===== src/rtl/dba_pkg.sv =====
`timescale 1ns / 1ps
// types and constants shared by the disk block allocator modules
package dba_pkg;

	localparam int IDX_W    = 6;
	localparam int STATUS_W = 3;
	localparam int REQ_W    = 7;

	localparam logic OP_ALLOC = 1'b0;
	localparam logic OP_FREE  = 1'b1;

	localparam logic [STATUS_W-1:0] ST_ALLOCATED    = 3'd0;
	localparam logic [STATUS_W-1:0] ST_NO_SPACE     = 3'd1;
	localparam logic [STATUS_W-1:0] ST_ZERO_REQUEST = 3'd2;
	localparam logic [STATUS_W-1:0] ST_FREED        = 3'd3;
	localparam logic [STATUS_W-1:0] ST_ALREADY_FREE = 3'd4;

	typedef enum logic [1:0] {
		SRC_ZERO,
		SRC_VICTIM,
		SRC_POS
	} idx_src_t;

	typedef struct packed {
		logic                clr;
		logic                accept;
		logic                start_scan;
		logic                start_free;
		logic                scan_adv;
		logic                mem_we;
		logic                mem_wd;
		logic                count_inc;
		logic                count_dec;
		logic                rem_dec;
		logic                emit;
		logic [STATUS_W-1:0] emit_status;
		idx_src_t            emit_src;
		logic                emit_last;
	} cmd_t;

	typedef struct packed {
		logic clr_done;
		logic is_free;
		logic want_zero;
		logic no_space;
		logic victim_oob;
		logic rd_bit;
		logic rem_one;
		logic out_free;
	} sts_t;

endpackage


===== src/rtl/dba_datapath.sv =====
`timescale 1ns / 1ps
// allocator datapath: block map memory, scan pointer, counters and output register
module dba_datapath #(
	parameter int NUM_BLOCKS = 64
) (
	input  logic                           clk,
	input  logic                           arst_n,
	input  dba_pkg::cmd_t                  cmd,
	output dba_pkg::sts_t                  sts,
	input  logic                           opcode,
	input  logic [dba_pkg::REQ_W-1:0]      request_count,
	input  logic [dba_pkg::IDX_W-1:0]      block_to_free,
	output logic                           out_valid,
	input  logic                           out_stall,
	output logic [dba_pkg::IDX_W-1:0]      block_index,
	output logic [dba_pkg::STATUS_W-1:0]   status,
	output logic                           last
);
	import dba_pkg::*;

	localparam int AW   = (NUM_BLOCKS > 2) ? $clog2(NUM_BLOCKS) : 1;
	localparam int CW   = $clog2(NUM_BLOCKS + 1);
	localparam int CMPW = (CW > REQ_W) ? CW : REQ_W;
	localparam int VW   = (CW > IDX_W) ? CW : IDX_W;

	logic                mem_q [NUM_BLOCKS];
	logic                rd_q;
	logic [AW-1:0]       ra;
	logic [AW-1:0]       wa;
	logic [AW-1:0]       pos_q;
	logic [AW-1:0]       next_pos;
	logic [AW-1:0]       start_pos;
	logic [AW-1:0]       clr_q;
	logic [CW-1:0]       count_q;
	logic [REQ_W-1:0]    rem_q;
	logic [IDX_W-1:0]    victim_q;
	logic [CMPW-1:0]     free_w;
	logic [VW-1:0]       victim_w;
	logic [VW-1:0]       pos_w;
	logic                out_valid_q;
	logic [IDX_W-1:0]    idx_q;
	logic [STATUS_W-1:0] status_q;
	logic                last_q;
	logic [IDX_W-1:0]    emit_idx;
	logic                out_free;

	assign next_pos  = (pos_q == AW'(NUM_BLOCKS - 1)) ? '0 : pos_q + AW'(1);
	assign start_pos = (count_q == CW'(NUM_BLOCKS)) ? '0 : count_q[AW-1:0];
	assign free_w    = CMPW'(NUM_BLOCKS) - CMPW'(count_q);
	assign victim_w  = VW'(block_to_free);
	assign pos_w     = VW'(pos_q);
	assign out_free  = !out_valid_q || !out_stall;

	always_comb begin
		priority if (cmd.start_scan) begin
			ra = start_pos;
		end else if (cmd.start_free) begin
			ra = victim_w[AW-1:0];
		end else if (cmd.scan_adv) begin
			ra = next_pos;
		end else begin
			ra = pos_q;
		end
	end

	assign wa = cmd.clr ? clr_q : pos_q;

	always_ff @(posedge clk) begin
		if (cmd.mem_we) begin
			mem_q[wa] <= cmd.mem_wd;
		end
		rd_q <= mem_q[ra];
	end

	always_ff @(posedge clk) begin
		pos_q <= ra;
		if (cmd.accept) begin
			victim_q <= block_to_free;
		end
	end

	always_ff @(posedge clk or negedge arst_n) begin
		if (!arst_n) begin
			clr_q   <= '0;
			count_q <= '0;
			rem_q   <= '0;
		end else begin
			if (cmd.clr) begin
				clr_q <= (clr_q == AW'(NUM_BLOCKS - 1)) ? '0 : clr_q + AW'(1);
			end
			if (cmd.count_inc) begin
				count_q <= count_q + CW'(1);
			end else if (cmd.count_dec) begin
				count_q <= count_q - CW'(1);
			end
			if (cmd.start_scan) begin
				rem_q <= request_count;
			end else if (cmd.rem_dec) begin
				rem_q <= rem_q - REQ_W'(1);
			end
		end
	end

	always_comb begin
		unique case (cmd.emit_src)
			SRC_VICTIM: emit_idx = victim_q;
			SRC_POS:    emit_idx = pos_w[IDX_W-1:0];
			default:    emit_idx = '0;
		endcase
	end

	always_ff @(posedge clk or negedge arst_n) begin
		if (!arst_n) begin
			out_valid_q <= 1'b0;
		end else if (cmd.emit) begin
			out_valid_q <= 1'b1;
		end else if (!out_stall) begin
			out_valid_q <= 1'b0;
		end
	end

	always_ff @(posedge clk) begin
		if (cmd.emit) begin
			idx_q    <= emit_idx;
			status_q <= cmd.emit_status;
			last_q   <= cmd.emit_last;
		end
	end

	assign out_valid   = out_valid_q;
	assign block_index = idx_q;
	assign status      = status_q;
	assign last        = last_q;

	assign sts.clr_done   = (clr_q == AW'(NUM_BLOCKS - 1));
	assign sts.is_free    = (opcode == OP_FREE);
	assign sts.want_zero  = (request_count == '0);
	assign sts.no_space   = (CMPW'(request_count) > free_w);
	assign sts.victim_oob = (victim_w >= VW'(NUM_BLOCKS));
	assign sts.rd_bit     = rd_q;
	assign sts.rem_one    = (rem_q == REQ_W'(1));
	assign sts.out_free   = out_free;

	a_count_bound: assert property (@(posedge clk) disable iff (!arst_n)
		count_q <= CW'(NUM_BLOCKS))
		else $error("occupied count above map size");

	a_claim_free_only: assert property (@(posedge clk) disable iff (!arst_n)
		cmd.count_inc |-> !rd_q)
		else $error("claimed a block that is occupied");

	a_claim_wanted: assert property (@(posedge clk) disable iff (!arst_n)
		cmd.count_inc |-> rem_q != '0)
		else $error("claimed more blocks than requested");

	a_no_overwrite: assert property (@(posedge clk) disable iff (!arst_n)
		cmd.emit |-> out_free)
		else $error("result register overwritten before transfer");

endmodule


===== src/rtl/dba_ctrl.sv =====
`timescale 1ns / 1ps
// allocator controller: clearing pass, request decode, scan and response sequencing
module dba_ctrl (
	input  logic          clk,
	input  logic          arst_n,
	input  logic          in_valid,
	output logic          in_stall,
	input  dba_pkg::sts_t sts,
	output dba_pkg::cmd_t cmd
);
	import dba_pkg::*;

	localparam logic [2:0] S_CLEAR = 3'd0;
	localparam logic [2:0] S_IDLE  = 3'd1;
	localparam logic [2:0] S_RESP  = 3'd2;
	localparam logic [2:0] S_FREE  = 3'd3;
	localparam logic [2:0] S_SCAN  = 3'd4;

	logic [2:0]          state_q;
	logic [2:0]          state_d;
	logic [STATUS_W-1:0] resp_q;
	logic [STATUS_W-1:0] resp_d;
	idx_src_t            src_q;
	idx_src_t            src_d;
	logic                accept;

	assign in_stall = (state_q != S_IDLE);
	assign accept   = in_valid && (state_q == S_IDLE);

	always_comb begin
		cmd         = '0;
		cmd.emit_src = SRC_ZERO;
		state_d     = state_q;
		resp_d      = resp_q;
		src_d       = src_q;
		unique case (state_q)
			S_CLEAR: begin
				cmd.clr    = 1'b1;
				cmd.mem_we = 1'b1;
				cmd.mem_wd = 1'b0;
				if (sts.clr_done) begin
					state_d = S_IDLE;
				end
			end
			S_IDLE: begin
				if (accept) begin
					cmd.accept = 1'b1;
					priority if (sts.is_free && sts.victim_oob) begin
						resp_d  = ST_ALREADY_FREE;
						src_d   = SRC_VICTIM;
						state_d = S_RESP;
					end else if (sts.is_free) begin
						cmd.start_free = 1'b1;
						state_d        = S_FREE;
					end else if (sts.want_zero) begin
						resp_d  = ST_ZERO_REQUEST;
						src_d   = SRC_ZERO;
						state_d = S_RESP;
					end else if (sts.no_space) begin
						resp_d  = ST_NO_SPACE;
						src_d   = SRC_ZERO;
						state_d = S_RESP;
					end else begin
						cmd.start_scan = 1'b1;
						state_d        = S_SCAN;
					end
				end
			end
			S_RESP: begin
				if (sts.out_free) begin
					cmd.emit        = 1'b1;
					cmd.emit_status = resp_q;
					cmd.emit_src    = src_q;
					cmd.emit_last   = 1'b1;
					state_d         = S_IDLE;
				end
			end
			S_FREE: begin
				if (sts.out_free) begin
					cmd.emit        = 1'b1;
					cmd.emit_status = sts.rd_bit ? ST_FREED : ST_ALREADY_FREE;
					cmd.emit_src    = SRC_VICTIM;
					cmd.emit_last   = 1'b1;
					cmd.mem_we      = sts.rd_bit;
					cmd.mem_wd      = 1'b0;
					cmd.count_dec   = sts.rd_bit;
					state_d         = S_IDLE;
				end
			end
			S_SCAN: begin
				priority if (sts.rd_bit) begin
					cmd.scan_adv = 1'b1;
				end else if (sts.out_free) begin
					cmd.emit        = 1'b1;
					cmd.emit_status = ST_ALLOCATED;
					cmd.emit_src    = SRC_POS;
					cmd.emit_last   = sts.rem_one;
					cmd.mem_we      = 1'b1;
					cmd.mem_wd      = 1'b1;
					cmd.count_inc   = 1'b1;
					cmd.rem_dec     = 1'b1;
					if (sts.rem_one) begin
						state_d = S_IDLE;
					end else begin
						cmd.scan_adv = 1'b1;
					end
				end
			end
			default: begin
				state_d = S_IDLE;
			end
		endcase
	end

	always_ff @(posedge clk or negedge arst_n) begin
		if (!arst_n) begin
			state_q <= S_CLEAR;
			resp_q  <= ST_ALLOCATED;
			src_q   <= SRC_ZERO;
		end else begin
			state_q <= state_d;
			resp_q  <= resp_d;
			src_q   <= src_d;
		end
	end

endmodule


===== src/rtl/disk_block_allocator.sv =====
`timescale 1ns / 1ps
// Disk block allocator: bitmap of free and occupied blocks with a circular scan.
// The input channel (in_valid/in_stall) carries one request per transfer: an
// allocate of request_count blocks or a free of block_to_free. The output
// channel (out_valid/out_stall) returns one result per transfer; last marks
// the final result of a request. One request is worked at a time.
// Timing: a new request is taken at the edge after the last result of the
// previous one is loaded. Free, zero and no-space requests give a single
// result, loaded into the output register from the S_FREE or S_RESP state.
// An allocation reads the map one block per cycle through the map read port,
// starting at the block numbered by the occupied count, so N blocks visit
// between N and NUM_BLOCKS map entries; the scan pauses on a free block while
// a stalled result holds the output register. The map read port sets this rate.
// Reset: after arst_n is released a clearing pass writes every map entry to
// free, during which in_stall stays high.
// Stall: the result sits in an output register; while a loaded result is
// stalled the scan pauses at the next free block and no result is lost or
// repeated.
module disk_block_allocator #(
	parameter int NUM_BLOCKS = 64
) (
	input  logic                         clk,
	input  logic                         arst_n,
	input  logic                         in_valid,
	output logic                         in_stall,
	input  logic                         opcode,
	input  logic [dba_pkg::REQ_W-1:0]    request_count,
	input  logic [dba_pkg::IDX_W-1:0]    block_to_free,
	output logic                         out_valid,
	input  logic                         out_stall,
	output logic [dba_pkg::IDX_W-1:0]    block_index,
	output logic [dba_pkg::STATUS_W-1:0] status,
	output logic                         last
);
	import dba_pkg::*;

	cmd_t cmd;
	sts_t sts;

	dba_ctrl u_ctrl (
		.clk      (clk),
		.arst_n   (arst_n),
		.in_valid (in_valid),
		.in_stall (in_stall),
		.sts      (sts),
		.cmd      (cmd)
	);

	dba_datapath #(
		.NUM_BLOCKS (NUM_BLOCKS)
	) u_datapath (
		.clk           (clk),
		.arst_n        (arst_n),
		.cmd           (cmd),
		.sts           (sts),
		.opcode        (opcode),
		.request_count (request_count),
		.block_to_free (block_to_free),
		.out_valid     (out_valid),
		.out_stall     (out_stall),
		.block_index   (block_index),
		.status        (status),
		.last          (last)
	);

endmodule


===== config.mk =====
export PLATFORM = sky130hd
export DESIGN_NAME = disk_block_allocator
export DESIGN_NICKNAME = d
export VERILOG_FILES = /design/src/rtl/dba_pkg.sv /design/src/rtl/dba_datapath.sv /design/src/rtl/dba_ctrl.sv /design/src/rtl/disk_block_allocator.sv
export SDC_FILE = /design/constraint.sdc
export NUM_CORES = 1
export LEC_CHECK = 0
export BUFFER_PORTS_ARGS = -buffer_cell sky130_fd_sc_hd__buf_2
export CAP_MARGIN = 20
export CORE_MARGIN = 2
export CORE_UTILIZATION = 53
export CTS_CLUSTER_SIZE = 16
export DETAILED_ROUTE_END_ITERATION = 6
export GPL_TIMING_DRIVEN = 1
export PLACE_DENSITY_LB_ADDON = 0.3
export RECOVER_POWER = 25
export SYNTH_ARGS = -nofsm -noshare
export SYNTH_HDL_FRONTEND = slang
export SYNTH_SLANG_ARGS = --single-unit

===== constraint.sdc =====
create_clock -name clk -period 8.9 [get_ports clk]
set_input_delay 1.335 -clock clk [delete_from_list [all_inputs] [get_ports clk]]
set_output_delay 1.335 -clock clk [all_outputs]
set_load 0.03 [all_outputs]

# Word level (Yosys, flattened, before mapping)
# Memories as Yosys holds them, arrays and structs flattened. A register that Yosys moved wholly into a read port is not among the register bits.
# Index checks and enable logic that the tools add are counted.
# W data, S select, Z words.
[totals] reg_bits=51 mem_bits_rw=64 in_bits=18 out_inout_bits=12 elab_cells=113 n_memories=1
[op_classes] add_sub_neg=6 magnitude_cmp=2 eq_ne=19 n_mux=60 n_reduce_logical=13
[mem_list] name="u_datapath.mem_q" depth=64 word_bits=1 rd=1 rd_ports_with_merged_regs=1 write_ports=1 line="dba_datapath.sv:26" rtl="logic mem_q [NUM_BLOCKS];"
[op_table] op="$mux W3" count=18
[op_table] op="$mux W6" count=7
[op_table] op="$mux W7" count=6
[op_table] op="$pmux W7 S3" count=1
[op_table] op="$mux W1" count=16
[op_table] op="$mux W8" count=2
[op_table] op="$sub A7 B1 Y7 const B" count=2
[op_table] op="$add A6 B1 Y6 const B" count=2
[op_table] op="$eq A6 B6 Y1 const B" count=2
[op_table] op="$mux W2" count=6
[op_table] op="$ne A2 B1 Y1 const B" count=6
[op_table] op="$pmux W3 S4" count=1
[op_table] op="$pmux W6 S2" count=1
[op_table] op="$add A7 B1 Y7 const B" count=1
[op_table] op="$eq A7 B1 Y1 const B" count=1
[op_table] op="$eq A7 B7 Y1 const B" count=1
[op_table] op="$ge A6 B7 Y1 const B" count=1
[op_table] op="$gt A7 B7 Y1" count=1
[op_table] op="$logic_not A7 Y1" count=1
[op_table] op="$sub A7 B7 Y7 const A" count=1
[op_table] op="$eq A3 B2 Y1 const B" count=2
[op_table] op="$pmux W2 S3" count=1
[op_table] op="$reduce_and A6 Y1" count=1
[op_table] op="$mux W4" count=1
[op_table] op="14 further kinds" count=18

# Longest topological paths before layout
# Gate-level depths: netlist of the first run.
[depth] ltp_word=10 ltp_mapped=20 ltp_nobuf=17

# Modules after synthesis
# From an unflattened synthesis of the first run, not the netlist that was laid out.
[unflattened] cells_unflattened=583 hier_area_um2=6165.9
[modules_own_cells] mod="dba_datapath" instances=1 cells_per_inst=519 area_per_inst_um2=5679.2 seq_area_each_um2=3067.9
[modules_own_cells] mod="dba_ctrl" instances=1 cells_per_inst=64 area_per_inst_um2=486.7 seq_area_each_um2=150.1

# Worst setup path after synthesis of the first run
# Ideal clock, no wire load.
[synth_timing] kind="reg2reg" startpoint="register u_datapath.count_q[0]" endpoint="register u_datapath.rd_q, read port of u_datapath.mem_q" setup_ns=0.130 t_arrival_ns=3.731 required_ns=8.770 slack_ns=5.039 path_stages_with_launch=19 n_path_buf=2 synth_period_minus_slack_ns=3.861 path_cell_list="dfrtp_1 > inv_1 > ha_1 > or3b_2 > nor3_2 > xnor2_1 > ha_1 > nand4_1 > a21oi_1 > o22a_1 > or3b_1 > buf_2 > mux2_4 > buf_6 > a21oi_1 > a32o_1 > o22ai_1 > o31ai_1 > nand4_1"
[synth_via] elab_chain_cells=9 word_cells_on_any_way=11 cone_classes="1 x add/sub; 1 x order compare; 1 x eq/ne; 8 x mux"
[synth_lines] item="start, declared" line="dba_datapath.sv:34" rtl="logic [CW-1:0] count_q;"
[synth_lines] item="start signal, assigned" line="dba_datapath.sv:92" rtl="count_q <= count_q + CW'(1);"
[synth_lines] item="start signal, assigned" line="dba_datapath.sv:94" rtl="count_q <= count_q - CW'(1);"
[synth_lines] item="$sub A7 B7 Y7" line="dba_datapath.sv:49" rtl="assign free_w = CMPW'(NUM_BLOCKS) - CMPW'(count_q);"
[synth_lines] item="$gt A7 B7 Y1" line="dba_datapath.sv:138" rtl="assign sts.no_space = (CMPW'(request_count) > free_w);"
[synth_lines] item="$mux W1" line="dba_ctrl.sv:59" rtl="end else if (sts.no_space) begin"
[synth_lines] item="$mux W1" line="dba_ctrl.sv:55" rtl="end else if (sts.want_zero) begin"
[synth_lines] item="$mux W1" line="dba_ctrl.sv:52" rtl="end else if (sts.is_free) begin"
[synth_lines] item="$mux W2" line="dba_ctrl.sv:48" rtl="priority if (sts.is_free && sts.victim_oob) begin"
[synth_lines] item="$mux W3" line="dba_ctrl.sv:46" rtl="if (accept) begin"
[synth_lines] item="$mux W3" line="dba_ctrl.sv:36" rtl="unique case (state_q)"
[synth_lines] item="$mux W6 (*)" line="dba_datapath.sv:55" rtl="priority if (cmd.start_scan) begin"
[synth_lines] item="end, declared" line="dba_datapath.sv:27" rtl="logic rd_q;"
# Every way passes the cells marked *; elsewhere a longest branch is shown, timed or not.
# A chain may end at the register's enable or synchronous reset.

# Worst setup path in the final report of the first run
# Ends and elaborated chain as after synthesis.

==> run metrics, run 1 <==
Final Critical Period=4.45 ns; vias in the first global route=4,134; relative max-transition margin=-0.211; maximum capacitance violations=1; global placement routability congestion=0.910; end-of-flow core utilization=0.604; total nets after synthesis=588; top-level port count=30; synth warn=0; startpoint-to-endpoint class of the critical path=flop to flop; synthesized netlist cell count=550; Total Wirelength=13.0 mm; violated checks=max-capacitance violations, max-slew violations; final max-slew violation count=17; Max FO, Critical Path=33; vias after detailed routing=4,379; Final HPWL DP=8.69 mm; Commonest cells post-synth=91 x nor2_1, 90 x nand2_1, 80 x edfxtp_1; Vert. Die Dim=109 µm; Buf/Inv on CP=2; Max Clock Freq=225 MHz; count of input and output buffers=29; Die Span X=109 µm; cell with the biggest individual delay on the critical path=or3b_1; core area=10,700 µm²; final cycle utilization of the critical path=0.500; number of buffers between clock root and the deepest sink=2; final number of hold-violating endpoints=0; net switching power of the design=0.956 mW; critical register-to-register path endpoint=u_datapath.rd_q$_DFF_P_; vias per std cell=5.98; class of the worst hold path=flop to flop; TritonCTS sink count=113; Clk pin slew, worst setup/hold paths=0.06 ns; proportion of layout cells with a drive suffix above 1=0.0963; startpoint types=flop; cts bufs inserted=17; crit path cell chain=inv_1 > ha_1 > or3b_2 > nor3_2 > xnor2_1 > ha_1 > nand4_1 > a21oi_1 > o22a_1 > or3b_1 > a21o_4 > inv_4 > nand2_1 > a32o_1 > o22ai_1 > o211ai_1 > nand4_1; R2R depth=17; Inserted Diodes=0; number of antenna violations at the first check in global routing=0; biggest area consumer among synthesized cells=edfxtp_1; Layout area overhead=12.0%; peak supply drop=186 µV; switching power as a share of total power=0.408; setup slack at placement=4.46 ns; wire length of the first global-routing pass=20.9 mm; number of distinct standard cells referenced by the synthesized netlist=66; flop and latch count out of synthesis=113; slew at the pin closest to its max-slew limit=1.80 ns; sink of the worst hold path=u_datapath.rem_q[6]$_DFFE_PN0P_; # Post-CTS Setup Buffers=0; total number of placement rows=38; final total negative setup slack=0 ns; largest cells by area after synthesis=edfxtp_1 41%, dfrtp_1 11%, nor2_1 5.9%, nand2_1 5.8%, ha_1 4.1%; Layout fillers=894; required time of the critical path=9.36 ns; combinational group share of total power=0.413; global-route congestion overflow total=0; hold path startpoint=u_datapath.rem_q[6]$_DFFE_PN0P_; latest clock arrival within the worst-skew pair=0.52 ns; First-pass DRT Iterations=5; Final setup violation count=0; share of synthesized registers carrying an async set or reset=0.230; data arrival time of the critical path=4.92 ns; share of the synthesized area in the top cell type=0.415; combined global-route utilization of all metal layers=0.235; largest net degree at the start of global routing=66; Cell Pwr Density=361 nW/µm²; number of nets with antenna violations after routing=0; number of flops mapped to enable cells by yosys=80; post-synthesis sequential area ratio=0.551; number of remaining DRC errors=0; die footprint=11,800 µm²; kind of cell with the highest combined delay on the critical path=simple AND/OR/NAND/NOR gates; ys flop type=edfxtp_1; most repeated cell in the gate-level netlist after synthesis=nor2_1; final setup margin=4.45 ns; quantity of hold-fixing buffers added after cts=0; clk root buf=clkbuf_8; cell area after synthesis=5800 µm²; unrepaired setup endpoints after global routing=false; post_cts resized=0; total number of nets in the final design=618; Worst R2R Start=u_datapath.count_q[0]$_DFFE_PN0P_; First DRT Iteration DRCs=469; setup slack of the most critical reg-to-reg path=4.45 ns; leakage=2.37 nW; result of the run=finished, violations left; Hold Path Cell Cnt=2; nature of the critical path endpoint=flop; TritonCTS clock tree=built; Clk network pwr share=0.250; average routed wire per standard cell=17.8 µm; largest clock skew in the final design=0.00643 ns; H-tree levels=4; Avg Inst Size Synth=10.5 µm²; sequential power share=0.337; Initial Util=0.539; Crit path largest cell delay=0.56 ns; Cell Int Power=1.39 mW; total power=2.34 mW
-- cell type report --
| class | count | area (µm²) | share of cell area |
|---|---|---|---|
| clock buffers | 18 | 418 | 0.0644 |
| well taps | 140 | 175 | 0.0270 |
| flip-flops and latches | 113 | 3190 | 0.492 |
| repair buffers | 31 | 140 | 0.0216 |
| clock inverters | 13 | 97.6 | 0.0150 |
| inverters | 16 | 62.6 | 0.00964 |
| multi-input cells | 401 | 2400 | 0.370 |
-- per-layer routing --
| metal | part of all wire | track usage | up-vias |
|---|---|---|---|
| met5 | 0 | 0 | - |
| met4 | 0.032 | 0.114 | 0 |
| met3 | 0.080 | 0.0681 | 41 |
| met2 | 0.46 | 0.362 | 170 |
| met1 | 0.43 | 0.306 | 2102 |
| li1 | - | - | 2066 |
-- sequential cells by signal, indices dropped and copies added (netlist names), 6 cells and up --
register,count
u_datapath.mem_q,64
u_datapath.count_q,7
u_datapath.rem_q,7
u_datapath.block_index,6
u_datapath.clr_q,6
u_datapath.pos_q,6
u_datapath.victim_q,6
-- cells by family after synthesis --
logic type | count (synthesis) | share of synthesized area
adder cells (fa/ha/maj) | 20 | 0.0445
flip-flops | 113 | 0.551
buffers and inverters | 36 | 0.0335
AO/OA/AOI/OAI | 116 | 0.141
multiplexers | 10 | 0.0181
AND/OR/NAND/NOR | 236 | 0.184
XOR/XNOR | 19 | 0.0287
-- power groups by stage --
stage / Sequential [mW] / Combinational, mW / Clock, mW
2_1_floorplan: 0.785 / 0.774 / 0
6_report: 0.790 / 0.967 / 0.587
3_3_place_gp: 0.793 / 0.933 / 0
3_5_place_dp: 0.796 / 0.956 / 0
5_1_grt: 0.807 / 1.07 / 0.616
4_1_cts: 0.788 / 0.965 / 0.595
-- cell usage in the layout (no fill, tap or decap), drive strengths merged, types with 5 or more instances in the layout --
master,count
xor2,6
nand2b,5
o21ai,19
nand3,8
a221oi,5
o31ai,6
nand2,90
a32o,12
clkbuf,34
nor2,91
o22ai,8
inv,16
ha,19
mux2i,9
buf,15
a22oi,8
dfxtp,7
dfrtp,26
xnor2,13
clkinv,12
a21oi,36
nand4,6
edfxtp,80
nand3b,5
nor3,5
-- worst max-delay path by stage --
stage / from / endpoint / slack [ns] / depth (start not counted)
6_report: u_datapath.count_q[0]$_DFFE_PN0P_ / u_datapath.rd_q$_DFF_P_ / 4.45 / 17
5_1_grt: u_datapath.count_q[0]$_DFFE_PN0P_ / u_datapath.rd_q$_DFF_P_ / 4.07 / 17
4_1_cts: u_datapath.count_q[0]$_DFFE_PN0P_ / u_datapath.rd_q$_DFF_P_ / 4.45 / 17
3_5_place_dp: request_count[4] / u_datapath.rd_q$_DFF_P_ / 4.46 / 13
3_3_place_gp: request_count[4] / u_datapath.rd_q$_DFF_P_ / 4.56 / 13
2_1_floorplan: u_datapath.count_q[0]$_DFFE_PN0P_ / u_datapath.rd_q$_DFF_P_ / 5.04 / 18
-- worst reg2reg max path, stage by stage (launching register included) --
cell,delay [ns]
dfrtp_1,0.44
inv_1,0.15
ha_1,0.19
or3b_2,0.49
nor3_2,0.20
xnor2_1,0.15
ha_1,0.25
nand4_1,0.11
a21oi_1,0.05
o22a_1,0.25
or3b_1,0.56
a21o_4,0.40
inv_4,0.33
nand2_1,0.11
a32o_1,0.28
o22ai_1,0.17
o211ai_1,0.13
nand4_1,0.13
-- metrics by stage --
stage                     hold WS (ns)  std cells  area (µm²)
final                            0.497        732        6490
after global routing             0.533        732        6490
after CTS                        0.512        732        6520
after detailed placement         0.496        701        6000
after global placement           0.490        701        6000
after floorplan                  0.465        550        5800
Note: power is estimated with default switching activity, not from simulation.
==> run 2: changes to the inputs <==
Clock period 8.9 ns to 4.3 ns, I/O delays scaled along.
==> run 2 against run 1 <==
The run ends with design-rule violations left. Maximum frequency grew 9.2%. Critical path type unchanged. Combinational power up 120%. Worst setup slack lost 4.2 ns. Highest routed layer unchanged. Sequential share of layout area decreased by 1.2 points.
==> run metrics, run 2 (same netlist as run 1, synthesis figures left out) <==
violated checks=design-rule violations; vias in the first global route=4,269; maximum capacitance violations=0; Layout fillers=862; number of buffers between clock root and the deepest sink=2; kind of cell with the highest combined delay on the critical path=simple AND/OR/NAND/NOR gates; Buf/Inv on CP=2; Inserted Diodes=0; relative max-transition margin=0.0640; wire length of the first global-routing pass=21.8 mm; post-placement cell count=707; top-level port count=30; leakage=2.43 nW; Cell Pwr Density=771 nW/µm²; slew at the pin closest to its max-slew limit=1.40 ns; combinational group share of total power=0.425; total number of placement rows=38; peak supply drop=396 µV; largest net degree at the start of global routing=66; cell with the biggest individual delay on the critical path=or3b_2; crit path cell chain=inv_2 > ha_1 > or3b_2 > nor3_4 > xnor2_1 > ha_1 > nand4_1 > a21oi_1 > o22a_2 > or3b_4 > mux2_4 > buf_4 > a21oi_1 > a32o_1 > o22ai_1 > o211ai_1 > nand4_1; Final setup violation count=0; Hold WS=0.370 ns; final number of hold-violating endpoints=0; most frequent standard cell in the layout excluding fill and tap cells=nor2_1; data arrival time of the critical path=4.48 ns; R2R depth=17; global placement routability congestion=0.914; Regs by FF count=u_datapath.mem_q: 64 flops, u_datapath.count_q: 7 flops, u_datapath.rem_q: 7 flops; Crit path depth=17; Clk network pwr share=0.253; TritonCTS clock tree=built; final max-slew violation count=0; largest clock skew in the final design=0.00949 ns; Max Clock Freq=245 MHz; post-route insts no fill=743; Final Critical Period=4.08 ns; startpoint types=flop; H-tree levels=4; Initial Util=0.539; cts bufs inserted=17; Final HPWL DP=9.39 mm; proportion of layout cells with a drive suffix above 1=0.124; Max FO, Critical Path=9; TritonCTS sink count=113; final total negative setup slack=0 ns; startpoint-to-endpoint class of the critical path=flop to flop; number of antenna violations at the first check in global routing=0; First-pass DRT Iterations=7; Die Span X=109 µm; switching power as a share of total power=0.416; combined global-route utilization of all metal layers=0.248; Clk pin slew, worst setup/hold paths=0.06 ns; clk root buf=clkbuf_8; number of nets with antenna violations after routing=0; core area=10,700 µm²; First DRT Iteration DRCs=599; final cycle utilization of the critical path=0.948; number of remaining DRC errors=1; quantity of hold-fixing buffers added after cts=0; setup slack at placement=0.117 ns; Total Wirelength=14.4 mm; class of the worst hold path=primary input to flop; Biggest register=u_datapath.mem_q; Layout area overhead=14.7%; fin area=6650 µm²; required time of the critical path=4.70 ns; sequential power share=0.322; average routed wire per standard cell=19.4 µm; net switching power of the design=2.13 mW; latest clock arrival within the worst-skew pair=0.53 ns; count of input and output buffers=29; Cell Int Power=2.99 mW; most used cells in the layout excluding fill and tap cells=91 x nor2_1, 90 x nand2_1, 80 x edfxtp_1, 35 x a21oi_1, 26 x dfrtp_1; result of the run=finished, violations left; unrepaired setup endpoints after global routing=false; Crit path largest cell delay=0.50 ns; vias per std cell=6.23; post-placement cell area=6050 µm²; Hold Path Cell Cnt=1; global-route congestion overflow total=0; total power=5.12 mW; max FFs per register=64; end-of-flow core utilization=0.619; die footprint=11,800 µm²; nature of the critical path endpoint=flop; final setup margin=0.223 ns; total number of nets in the final design=628; vias after detailed routing=4,627; Vert. Die Dim=109 µm
## run 2: changes by cell type in the layout (fill, tap and decap cells not counted), sizes merged
cell and change:
mux2 +1, clkbuf +2, clkinvlp +4, inv +3
buf +7, clkinv -6
## run 2: area by class of cell
cell class | count | area, µm² | area share
flip-flops and latches | 113 | 3190 | 0.480
clock inverters | 14 | 134 | 0.0201
repair buffers | 40 | 219 | 0.0329
multi-input cells | 402 | 2440 | 0.367
inverters | 16 | 67.6 | 0.0102
well taps | 140 | 175 | 0.0264
clock buffers | 18 | 418 | 0.0629
## run 2: power by group through the flow
stage,clock (mW),sequential (mW),combinational [mW]
floorplan,0,1.62,1.60
global placement,0,1.64,1.96
detailed placement,0,1.66,2.02
CTS,1.30,1.64,2.05
global route,1.35,1.68,2.37
finish,1.30,1.65,2.17
## run 2: worst register-to-register path, delay by kind of cell, from the launching register on
family	cells	cell delay, ns
compound gates	6	0.88
mux	1	0.40
flops	1	0.44
simple gates	5	1.36
xor+xnor	1	0.15
fa+ha+maj	2	0.43
buf+inv	2	0.28
## run 2: routing by layer
| layer | global-route usage | routed length (µm) | share of wire | vias to the layer above |
|---|---|---|---|---|
| li1 | - | - | - | 2086 |
| met1 | 0.332 | 5920 | 0.41 | 2240 |
| met2 | 0.393 | 6890 | 0.48 | 258 |
| met3 | 0.0458 | 1170 | 0.081 | 43 |
| met4 | 0.114 | 423 | 0.029 | 0 |
| met5 | 0 | 0 | 0 | - |
## run 2: path summary, 6_finish.rpt
path,startpoint,end,slack [ns]
min in group asynchronous,arst_n,u_datapath.count_q[3]$_DFFE_PN0P_,0.43
worst max register to register,u_datapath.count_q[0]$_DFFE_PN0P_,u_datapath.rd_q$_DFF_P_,0.22
worst min-delay path,block_to_free[2],u_datapath.victim_q[2]$_DFFE_PP_,0.37
worst min register to register,u_datapath.rem_q[6]$_DFFE_PN0P_,u_datapath.rem_q[6]$_DFFE_PN0P_,0.50
worst max-delay path,u_datapath.count_q[0]$_DFFE_PN0P_,u_datapath.rd_q$_DFF_P_,0.22
max in group asynchronous,arst_n,u_datapath.rem_q[3]$_DFFE_PN0P_,3.03
## run 2: timing repair
action                                  CTS  global route
endpoints found under the setup margin    0             1
gates resized for setup                   0             9
buffers inserted                          0             3
==> run 3: changes to the inputs <==
Settings changed: BUFFER_PORTS_ARGS -buffer_cell sky130_fd_sc_hd__buf_2 to default, DONT_BUFFER_PORTS from default to 1.
==> run 3 against run 2 <==
The run now ends clean. Maximum frequency grew 0.64%. Register-to-register slack better by 0.03 ns. Via count down 3.0%. Worst setup slack improved by 0.026 ns. First-iteration DRC count shrank 1.3%. Die area did not move. Combinational power down 6%. Critical path type unchanged.
==> run metrics, run 3 (same netlist as run 1, synthesis figures left out) <==
result of the run=finished, final reports clean; peak supply drop=444 µV; Biggest register=u_datapath.mem_q; fin area=6570 µm²; nature of the critical path endpoint=flop; combined global-route utilization of all metal layers=0.255; hold path startpoint=block_to_free[2]; setup slack of the most critical reg-to-reg path=0.25 ns; crit path cell chain=inv_1 > ha_1 > or3b_4 > xnor2_1 > ha_1 > a211oi_1 > o21bai_1 > o22a_2 > or3b_4 > a21o_4 > buf_6 > mux2i_2 > a221oi_1 > o31ai_1 > nand4_1; met1 usage in global routing=0.323; number of remaining DRC errors=0; Cell Int Power=3.07 mW; Final Critical Period=4.05 ns; sequential power share=0.336; latest clock arrival within the worst-skew pair=0.53 ns; Inserted Diodes=0; setup slack at placement=0.0801 ns; H-tree levels=4; clk root buf=clkbuf_8; total number of nets in the final design=602; Layout area overhead=13.3%; final setup margin=0.249 ns; combinational group share of total power=0.395; Initial Util=0.539; total number of placement rows=38; Final HPWL DP=9.31 mm; count of input and output buffers=0; Clk network pwr share=0.270; startpoint types=flop; Die Span X=109 µm; net switching power of the design=2.09 mW; Crit path depth=15; switching power as a share of total power=0.405; Hold Path Cell Cnt=0; final number of hold-violating endpoints=0; Final setup violation count=0; met2 Use GR=0.388; kind of cell with the highest combined delay on the critical path=compound AO/OA/AOI/OAI gates; sink of the worst hold path=u_datapath.victim_q[2]$_DFFE_PP_; Worst R2R Start=u_datapath.count_q[0]$_DFFE_PN0P_; maximum capacitance violations=0; largest clock skew in the final design=0.00828 ns; TritonCTS clock tree=built; number of antenna violations at the first check in global routing=0; die footprint=11,800 µm²; number of nets with antenna violations after routing=0; TritonCTS sink count=113; First DRT Iteration DRCs=591; vias per std cell=6.26; startpoint-to-endpoint class of the critical path=flop to flop; cell with the biggest individual delay on the critical path=or3b_4; final max-slew violation count=0; max FFs per register=64; proportion of layout cells with a drive suffix above 1=0.107; cts bufs inserted=17; Regs by FF count=u_datapath.mem_q: 64 flops, u_datapath.count_q: 7 flops, u_datapath.rem_q: 7 flops; Vert. Die Dim=109 µm; data arrival time of the critical path=4.45 ns; most used cells in the layout excluding fill and tap cells=90 x nor2_1, 90 x nand2_1, 80 x edfxtp_1, 35 x a21oi_1, 25 x dfrtp_1; number of buffers between clock root and the deepest sink=2; unrepaired setup endpoints after global routing=false; slew at the pin closest to its max-slew limit=1.42 ns; required time of the critical path=4.70 ns; Max FO, Critical Path=20; global-route congestion overflow total=0; Cell Pwr Density=785 nW/µm²; wire length of the first global-routing pass=22.2 mm; global placement routability congestion=0.880; Max Clock Freq=247 MHz; top-level port count=30; Crit path largest cell delay=0.46 ns; Clk pin slew, worst setup/hold paths=0.06 ns; layer with the highest usage=met2; core area=10,700 µm²; average routed wire per standard cell=20.1 µm; final cycle utilization of the critical path=0.942; largest net degree at the start of global routing=66; critical register-to-register path endpoint=u_datapath.rd_q$_DFF_P_; final total negative setup slack=0 ns; relative max-transition margin=0.0516; global routing usage on met3=0.0759; R2R depth=15; vias after detailed routing=4,489; vias in the first global route=4,238; Total Wirelength=14.4 mm; class of the worst hold path=primary input to flop; First-pass DRT Iterations=6; post-placement cell area=5900 µm²; Buf/Inv on CP=2; leakage=2.38 nW
[run 3: cell count changes in the layout (fill, tap and decap cells not counted), moves of 2 or more]
cell and change:
clkbuf_1 -15, buf_4 +2, inv_8 -2, clkinvlp_4 -3, clkinv_1 +2, buf_2 -12, bufinv_16 +2
[run 3: layout make-up]
cell class / instances / area, µm²
repair buffers: 14 / 104
flip-flops and latches: 113 / 3190
well taps: 140 / 175
fillers: 833 / 4180
inverters: 16 / 65.1
multi-input cells: 402 / 2440
clock inverters: 13 / 163
clock buffers: 19 / 422
[run 3: power by group through the flow]
| stage | clock [mW] | combinational (mW) | sequential (mW) |
|---|---|---|---|
| 2_1_floorplan | 0 | 1.60 | 1.62 |
| 3_5_place_dp | 0 | 1.88 | 1.73 |
| 6_report | 1.39 | 2.04 | 1.73 |
| 5_1_grt | 1.46 | 2.23 | 1.76 |
| 4_1_cts | 1.40 | 1.91 | 1.72 |
| 3_3_place_gp | 0 | 1.81 | 1.72 |
[run 3: worst max path at each step]
stage,startpoint,endpoint,slack (ns)
after detailed placement,u_datapath.count_q[0]$_DFFE_PN0P_,u_datapath.rd_q$_DFF_P_,0.08
after global routing,u_datapath.count_q[0]$_DFFE_PN0P_,u_datapath.rd_q$_DFF_P_,0.03
after CTS,u_datapath.count_q[0]$_DFFE_PN0P_,u_datapath.rd_q$_DFF_P_,0.04
final,u_datapath.count_q[0]$_DFFE_PN0P_,u_datapath.rd_q$_DFF_P_,0.25
after global placement,u_datapath.count_q[0]$_DFFE_PN0P_,u_datapath.rd_q$_DFF_P_,0.25
after floorplan,u_datapath.count_q[0]$_DFFE_PN0P_,u_datapath.rd_q$_DFF_P_,0.44
[run 3: per-layer routing]
metal	up-vias	wire, µm
li1	2031	-
met1	2167	6010
met2	243	6750
met3	48	1150
met4	0	480
met5	-	0
[run 3: timing repair]
item | CTS | global route
endpoints found under the setup margin | 0 | 1
gates resized for setup | 0 | 10
hold buffers | 2 | 0
buffers inserted | 0 | 5
endpoints found under the hold margin | 26 | 0
[run 3: through the flow]
step | power (mW) | hold WS [ns] | util | cells
2_1_floorplan | 3.23 | 0.349 | - | 550
3_3_place_gp | 3.53 | 0.350 | 0.549 | 677
3_5_place_dp | 3.61 | 0.350 | 0.549 | 677
4_1_cts | 5.03 | 0.191 | 0.606 | 711
5_1_grt | 5.45 | 0.181 | 0.611 | 717
6_report | 5.16 | 0.208 | 0.611 | 717
